`config.mk`:
```
export PLATFORM = sky130hd
export DESIGN_NAME = spike_burst_grouper
export DESIGN_NICKNAME = d
export VERILOG_FILES = /design/src/design/sbg_pkg.sv /design/src/design/spike_burst_grouper.sv /design/src/design/sbg_core.sv
export SDC_FILE = /design/constraint.sdc
export NUM_CORES = 1
export LEC_CHECK = 0
export ABC_AREA = 1
export BUFFER_PORTS_ARGS = -buffer_cell sky130_fd_sc_hd__buf_2
export CAP_MARGIN = 40
export CORE_ASPECT_RATIO = 0.7
export CORE_MARGIN = 2
export CORE_UTILIZATION = 40
export DETAILED_ROUTE_END_ITERATION = 12
export PLACE_DENSITY = 0.66
export SLEW_MARGIN = 15
export SYNTH_ARGS = -nofsm -noshare
export SYNTH_HDL_FRONTEND = slang
export SYNTH_HIERARCHICAL = 1
export SYNTH_SLANG_ARGS = --single-unit
```
`constraint.sdc`:
```
create_clock -name clk_i -period 19.2 [get_ports clk_i]
set_clock_uncertainty 0.05 [all_clocks]
set_input_delay 0.96 -clock clk_i [delete_from_list [all_inputs] [get_ports clk_i]]
set_output_delay 0.96 -clock clk_i [all_outputs]
set_load 0.02 [all_outputs]
```
`src/design/sbg_pkg.sv`:
```
// Package for the spike burst grouper: widths, codes and request types.
`timescale 1ns / 1ps

package sbg_pkg;

  localparam int unsigned SAMPLE_BITS = 16;
  localparam int unsigned COUNT_BITS  = 8;
  localparam int unsigned INDEX_BITS  = 16;
  localparam int unsigned TOTAL_BITS  = 24;

  localparam int unsigned APB_AW = 3;
  localparam int unsigned APB_DW = 32;

  localparam logic [SAMPLE_BITS-1:0] THRESHOLD_RESET = SAMPLE_BITS'(8960);

  typedef enum logic [0:0] {
    REG_THRESHOLD = 1'b0
  } reg_idx_e;

  typedef enum logic [1:0] {
    PK_NONE  = 2'd0,
    PK_SPIKE = 2'd1,
    PK_SUB   = 2'd2
  } peak_kind_e;

  typedef struct packed {
    logic signed [SAMPLE_BITS-1:0] voltage_sample;
    logic                          restart;
  } sbg_in_t;

  typedef struct packed {
    peak_kind_e              peak_kind;
    logic [INDEX_BITS-1:0]   group_index;
    logic [COUNT_BITS-1:0]   spikes_in_group;
    logic                    group_closed;
    logic [COUNT_BITS-1:0]   closed_group_count;
    logic [INDEX_BITS-1:0]   gap_index;
    logic [COUNT_BITS-1:0]   subpeaks_in_gap;
    logic [TOTAL_BITS-1:0]   spike_total;
    logic [TOTAL_BITS-1:0]   subpeak_total;
  } sbg_out_t;

endpackage

```
`src/design/spike_burst_grouper.sv`:
```
// Top level of the spike burst grouper: handshake, register port and result stage.
// Requests pass the input register, then the core, then the result register.
// Throughput: one request per cycle while results are taken; input register
// and result register each hold one request, so a waiting result blocks the
// input only once the input register is also full.
// Reset (rst_ni low, asynchronous): run state and valid flags cleared,
// spike_threshold returns to 8960 (70 mV).
`timescale 1ns / 1ps

module spike_burst_grouper (
  input  logic                          clk_i,
  input  logic                          rst_ni,
  input  logic                          in_valid_i,
  output logic                          in_ready_o,
  input  sbg_pkg::sbg_in_t              in_req_i,
  output logic                          out_valid_o,
  input  logic                          out_ready_i,
  output sbg_pkg::sbg_out_t             out_req_o,
  input  logic                          psel,
  input  logic                          penable,
  input  logic                          pwrite,
  input  logic [sbg_pkg::APB_AW-1:0]    paddr,
  input  logic [sbg_pkg::APB_DW-1:0]    pwdata,
  output logic [sbg_pkg::APB_DW-1:0]    prdata,
  output logic                          pready
);
  import sbg_pkg::*;

  logic signed [SAMPLE_BITS-1:0] thr_q;
  sbg_in_t                       in_q;
  logic                          in_valid_q;
  sbg_out_t                      out_q, result;
  logic                          out_valid_q;
  logic                          out_adv, step;
  reg_idx_e                      reg_idx;

  assign reg_idx = reg_idx_e'(paddr[2]);
  assign pready  = 1'b1;

  always_comb begin
    case (reg_idx)
      REG_THRESHOLD: prdata = APB_DW'(thr_q);
      default:       prdata = '0;
    endcase
  end

  always_ff @(posedge clk_i or negedge rst_ni) begin
    if (!rst_ni) begin
      thr_q <= THRESHOLD_RESET;
    end else if (psel && penable && pwrite && reg_idx == REG_THRESHOLD) begin
      thr_q <= pwdata[SAMPLE_BITS-1:0];
    end
  end

  assign out_adv    = !out_valid_q || out_ready_i;
  assign step       = in_valid_q && out_adv;
  assign in_ready_o = !in_valid_q || out_adv;

  always_ff @(posedge clk_i or negedge rst_ni) begin
    if (!rst_ni) begin
      in_valid_q  <= 1'b0;
      out_valid_q <= 1'b0;
    end else begin
      if (in_ready_o) begin
        in_valid_q <= in_valid_i;
      end
      if (out_adv) begin
        out_valid_q <= in_valid_q;
      end
    end
  end

  always_ff @(posedge clk_i) begin
    if (in_ready_o && in_valid_i) begin
      in_q <= in_req_i;
    end
    if (step) begin
      out_q <= result;
    end
  end

  sbg_core u_core (
    .clk_i       (clk_i),
    .rst_ni      (rst_ni),
    .step_i      (step),
    .item_i      (in_q),
    .threshold_i (thr_q),
    .result_o    (result)
  );

  assign out_valid_o = out_valid_q;
  assign out_req_o   = out_q;

endmodule

```
`src/design/sbg_core.sv`:
```
// Peak judgement and group/gap counter state of the spike burst grouper.
`timescale 1ns / 1ps

module sbg_core (
  input  logic                                 clk_i,
  input  logic                                 rst_ni,
  input  logic                                 step_i,
  input  sbg_pkg::sbg_in_t                     item_i,
  input  logic signed [sbg_pkg::SAMPLE_BITS-1:0] threshold_i,
  output sbg_pkg::sbg_out_t                    result_o
);
  import sbg_pkg::*;

  logic signed [SAMPLE_BITS-1:0] older_q, older_d, middle_q, middle_d;
  logic signed [SAMPLE_BITS-1:0] older, middle;
  logic [1:0]                    held_q, held_d, held;
  peak_kind_e                    last_q, last_d, last_kind, kind;
  logic [COUNT_BITS-1:0]         grp_cnt_q, grp_cnt_d, grp_cnt;
  logic [INDEX_BITS-1:0]         grp_num_q, grp_num_d, grp_num;
  logic [COUNT_BITS-1:0]         gap_cnt_q, gap_cnt_d, gap_cnt;
  logic [INDEX_BITS-1:0]         gap_num_q, gap_num_d, gap_num;
  logic [TOTAL_BITS-1:0]         tot_spk_q, tot_spk_d, tot_spk;
  logic [TOTAL_BITS-1:0]         tot_sub_q, tot_sub_d, tot_sub;
  logic                          closed;
  logic [COUNT_BITS-1:0]         closed_cnt;

  // restart clears the run before the sample is judged
  always_comb begin
    if (item_i.restart) begin
      older     = '0;
      middle    = '0;
      held      = 2'd0;
      last_kind = PK_NONE;
      grp_cnt   = '0;
      grp_num   = '0;
      gap_cnt   = '0;
      gap_num   = '0;
      tot_spk   = '0;
      tot_sub   = '0;
    end else begin
      older     = older_q;
      middle    = middle_q;
      held      = held_q;
      last_kind = last_q;
      grp_cnt   = grp_cnt_q;
      grp_num   = grp_num_q;
      gap_cnt   = gap_cnt_q;
      gap_num   = gap_num_q;
      tot_spk   = tot_spk_q;
      tot_sub   = tot_sub_q;
    end
  end

  always_comb begin
    kind = PK_NONE;
    if (held == 2'd2 && middle >= older && middle >= item_i.voltage_sample) begin
      if (middle > threshold_i) begin
        kind = PK_SPIKE;
      end else if (middle < threshold_i) begin
        kind = PK_SUB;
      end
    end
  end

  always_comb begin
    grp_cnt_d  = grp_cnt;
    grp_num_d  = grp_num;
    gap_cnt_d  = gap_cnt;
    gap_num_d  = gap_num;
    tot_spk_d  = tot_spk;
    tot_sub_d  = tot_sub;
    last_d     = last_kind;
    closed     = 1'b0;
    closed_cnt = '0;
    case (kind)
      PK_SPIKE: begin
        tot_spk_d = (&tot_spk) ? tot_spk : tot_spk + TOTAL_BITS'(1);
        if (last_kind == PK_SUB) begin
          gap_num_d = (&gap_num) ? gap_num : gap_num + INDEX_BITS'(1);
          gap_cnt_d = '0;
        end
        grp_cnt_d = (&grp_cnt) ? grp_cnt : grp_cnt + COUNT_BITS'(1);
        last_d    = PK_SPIKE;
      end
      PK_SUB: begin
        tot_sub_d = (&tot_sub) ? tot_sub : tot_sub + TOTAL_BITS'(1);
        if (last_kind == PK_SPIKE) begin
          closed     = 1'b1;
          closed_cnt = grp_cnt;
          grp_num_d  = (&grp_num) ? grp_num : grp_num + INDEX_BITS'(1);
          grp_cnt_d  = '0;
        end
        gap_cnt_d = (&gap_cnt_d) ? gap_cnt_d : gap_cnt_d + COUNT_BITS'(1);
        last_d    = PK_SUB;
      end
      default: ;
    endcase
    older_d  = middle;
    middle_d = item_i.voltage_sample;
    held_d   = (held == 2'd2) ? held : held + 2'd1;
  end

  always_ff @(posedge clk_i or negedge rst_ni) begin
    if (!rst_ni) begin
      older_q   <= '0;
      middle_q  <= '0;
      held_q    <= 2'd0;
      last_q    <= PK_NONE;
      grp_cnt_q <= '0;
      grp_num_q <= '0;
      gap_cnt_q <= '0;
      gap_num_q <= '0;
      tot_spk_q <= '0;
      tot_sub_q <= '0;
    end else if (step_i) begin
      older_q   <= older_d;
      middle_q  <= middle_d;
      held_q    <= held_d;
      last_q    <= last_d;
      grp_cnt_q <= grp_cnt_d;
      grp_num_q <= grp_num_d;
      gap_cnt_q <= gap_cnt_d;
      gap_num_q <= gap_num_d;
      tot_spk_q <= tot_spk_d;
      tot_sub_q <= tot_sub_d;
    end
  end

  always_comb begin
    result_o.peak_kind          = kind;
    result_o.group_index        = grp_num_d;
    result_o.spikes_in_group    = grp_cnt_d;
    result_o.group_closed       = closed;
    result_o.closed_group_count = closed_cnt;
    result_o.gap_index          = gap_num_d;
    result_o.subpeaks_in_gap    = gap_cnt_d;
    result_o.spike_total        = tot_spk_d;
    result_o.subpeak_total      = tot_sub_d;
  end

endmodule

```
==> impl_metrics.tcl <==
set metrics [dict create \
    status "complete, no violations" \
    worst_path_max_delay_cell "edfxtp_1" \
    cts-root-buf "clkbuf_16" \
    cts_max_level 1 \
    start_kind "register" \
    tightestPinTransition_ns 0.649 \
    routed_wl_um 37500 \
    postSynthCellCount 1876 \
    hpwl_um 26300 \
    yosysSeqAreaShare 0.491 \
    rsz0062_at_grt "no" \
    p_per_area_nw_per_um2 88.8 \
    path_delay_family "simple AND/OR/NAND/NOR gates" \
    cp_max_fo 33 \
    avgSynthCellArea_sq_um 8.12 \
    ios 201 \
    ys_types 59 \
    clock_latency_ns 0.57 \
    reg2reg_from "in_q[0]$_DFFE_PP_" \
    hold_buffers 0 \
    crit_start "in_q[0]$_DFFE_PP_" \
    fill_cells 3635 \
    initial_core_util 0.408 \
    synth_seq_cells 274 \
    hold_ws_ns 0.306 \
    gp_congestion 0.906 \
    max_slew_margin 0.566 \
    power_leakage_nw 8.26 \
    hp-class "input port to async pin" \
    clkTransAtPathRegs_ns 0.06 \
    fin_nets 2140 \
    drive_gt1_frac 0.152 \
    slowest_delay_ns 0.76 \
    cp.required_ns 19.47 \
    grt_util_all_layers 0.188 \
    ir_drop_v 0.0000665 \
    synth_nets 1988 \
    grt_max_degree 79 \
    antenna_found_initial 0 \
    report.final.slew_viol_count 0 \
    tns_ns 0 \
    regToRegEndpoint "out_req_o[69]$_DFFE_PP_" \
    crit_top_cell "nand2_1" \
    synthToLayoutAreaGrowth_pct 15.1 \
    cp_num_buf_inv 5 \
    power.total_mw 1.56 \
    grt-ovfl-total 0 \
    grt_pass1_vias 11900 \
    fmax_mhz 183 \
    dieArea_sq_um 39700 \
    dpl_cell_area_sq_um 16500 \
    setup_viol 0 \
    utilization 0.470 \
    io_buffers 181 \
    num_antenna_cells 0 \
    wl_per_cell_um 14.8 \
    num_rows 59 \
    numCtsBuffers 30 \
    cts_resized 0 \
    drtIter0Drc 1033 \
    ys_warn_count 6 \
    synth_area_sq_um 15200 \
    r2r_setup_slack_ns 13.73 \
    drc 0 \
    post-route-period-util 0.285 \
    cts_sinks 274 \
    clk_path_buf_depth 3 \
    hold_viol_final 0 \
    core_sq_um 37400 \
    grt_pass1_wl_um 61200 \
    cts_tree "yes" \
    period_needed_ns 5.47 \
    synth-edff-count 124 \
    die_w_um 237 \
    path_cells "buf_4 > nor2_1 > ha_1 > nand2_1 > nor4_1 > clkbuf_2 > nand2_1 > nand2_1 > nand2_1 > nand3_1 > nand3_1 > nor2_1 > ha_1 > buf_4 > inv_1 > nor2_2 > nand2_2 > nor2_1 > nand2_1 > xor2_1 > inv_1" \
    maxCapViolCount 0 \
    critical_path_arrival_ns 5.74 \
    vias 12600 \
    post_cts_buffers 0 \
    drt-pass1-iter-count 8 \
    final_area_sq_um 17500 \
    die_h_um 167 \
    ys.flop_type "dfrtp_1" \
    ant_nets 0 \
    reg2reg_depth 21 \
    path_class "register to register" \
    cp-end-kind "register" \
    synthArstFlopShare 0.547 \
    drt-vias-per-instance 4.96 \
]
==> layout by cell type (no fill, tap or decap), types with 5 or more instances in the layout <==
master | Yosys | layout
nand2_1 | 548 | 548
inv_1 | 250 | 250
nor2_1 | 197 | 197
buf_2 | 14 | 180
dfrtp_1 | 147 | 147
edfxtp_1 | 124 | 124
o21ai_0 | 120 | 120
nand3_1 | 104 | 104
ha_1 | 53 | 53
xor2_1 | 37 | 37
a21oi_1 | 34 | 33
clkbuf_16 | 0 | 32
nand4_1 | 23 | 23
nor2_2 | 20 | 20
o21ai_1 | 18 | 18
nor3_1 | 16 | 16
nand2_2 | 14 | 14
xnor2_1 | 14 | 14
buf_4 | 20 | 10
clkbuf_1 | 28 | 9
and2_1 | 9 | 9
inv_2 | 5 | 5
buf_16 | 0 | 5
a31oi_1 | 5 | 5
nor4_1 | 5 | 5
o22ai_1 | 5 | 5
==> kinds of logic after synthesis <==
logic type | after synthesis | share of synthesized area
compound gates | 195 | 0.0674
xor+xnor | 51 | 0.0293
fa+ha+maj | 53 | 0.0435
buf+inv | 336 | 0.0948
flops | 274 | 0.491
mux | 1 | 0.000739
other cells | 1 | 0.000246
simple gates | 965 | 0.273
==> cell type report <==
type | instances | area (sq um) | area share
Clock buffer | 44 | 876 | 0.0499
Clock inverter | 12 | 120 | 0.00685
Inverter | 257 | 967 | 0.0551
Multi-Input combinational cell | 1266 | 6320 | 0.360
Sequential cell | 274 | 7480 | 0.426
Tap cell | 488 | 611 | 0.0348
Timing Repair Buffer | 199 | 1160 | 0.0664
==> synthesized netlist by cell type (14+ instances only) <==
master	number	share of area
buf_2	14	0.0046
o21ai_1	18	0.0059
xnor2_1	14	0.0080
nand3_1	104	0.034
edfxtp_1	124	0.24
xor2_1	37	0.021
clkbuf_1	28	0.0069
buf_4	20	0.0099
o21ai_0	120	0.039
nor2_2	20	0.0082
nor3_1	16	0.0053
dfrtp_1	147	0.24
inv_1	250	0.062
nand2_2	14	0.0057
a21oi_1	34	0.011
ha_1	53	0.044
nand4_1	23	0.0094
nand2_1	548	0.14
nor2_1	197	0.049
==> worst register-to-register path: stages, from the launching register on <==
cell	delay [ns]
edfxtp_1	0.76
buf_4	0.48
nor2_1	0.19
ha_1	0.41
nand2_1	0.11
nor4_1	0.30
clkbuf_2	0.23
nand2_1	0.09
nand2_1	0.06
nand2_1	0.05
nand3_1	0.12
nand3_1	0.11
nor2_1	0.20
ha_1	0.18
buf_4	0.33
inv_1	0.37
nor2_2	0.38
nand2_2	0.22
nor2_1	0.23
nand2_1	0.10
xor2_1	0.21
inv_1	0.06
==> report_power, final <==
| part | switching [mW] | total, mW | leakage, nW | internal, mW |
|---|---|---|---|---|
| Combinational | 0.194 | 0.280 | 4.53 | 0.0858 |
| Sequential | 0.0249 | 0.696 | 3.24 | 0.671 |
| Clock | 0.240 | 0.583 | 0.487 | 0.343 |
==> sequential cells by signal, indices dropped and copies added (netlist names) <==
signal            count
u_core/middle_q      16
u_core/last_q         2
u_core/grp_cnt_q      8
in_q                 17
u_core/grp_num_q     16
u_core/gap_num_q     16
u_core/tot_spk_q     24
u_core/held_q         2
u_core/gap_cnt_q      8
in_valid_q            1
thr_q                16
out_req_o           107
u_core/older_q       16
u_core/tot_sub_q     24
out_valid_o           1
==> worst max-delay path by stage <==
| stage | end | slack [ns] | cells past startpoint |
|---|---|---|---|
| after global routing | u_core/gap_cnt_q[2]$_DFFE_PN0P_ | 13.20 | 19 |
| after CTS | out_req_o[69]$_DFFE_PP_ | 13.43 | 18 |
| final | out_req_o[69]$_DFFE_PP_ | 13.73 | 21 |
| after floorplan | u_core/tot_spk_q[22]$_DFFE_PN0P_ | 11.65 | 7 |
| after detailed placement | out_req_o[69]$_DFFE_PP_ | 13.44 | 18 |
| after global placement | out_req_o[69]$_DFFE_PP_ | 13.53 | 18 |
==> per-layer routing <==
| layer | global-route usage | vias up | wire, um |
|---|---|---|---|
| li1 | - | 6265 | - |
| met2 | 0.286 | 357 | 15800 |
| met1 | 0.281 | 5925 | 18600 |
| met4 | 0.0421 | 0 | 728 |
| met3 | 0.0317 | 53 | 2360 |
| met5 | 0 | - | 0 |
==> stage by stage <==
stage	std cells	worst slack [ns]
after floorplan	1876	11.65
after global placement	2476	13.53
after detailed placement	2481	13.44
after CTS	2537	13.43
after global routing	2540	13.20
final	2540	13.73
Note: power is estimated with default switching activity, not from simulation.
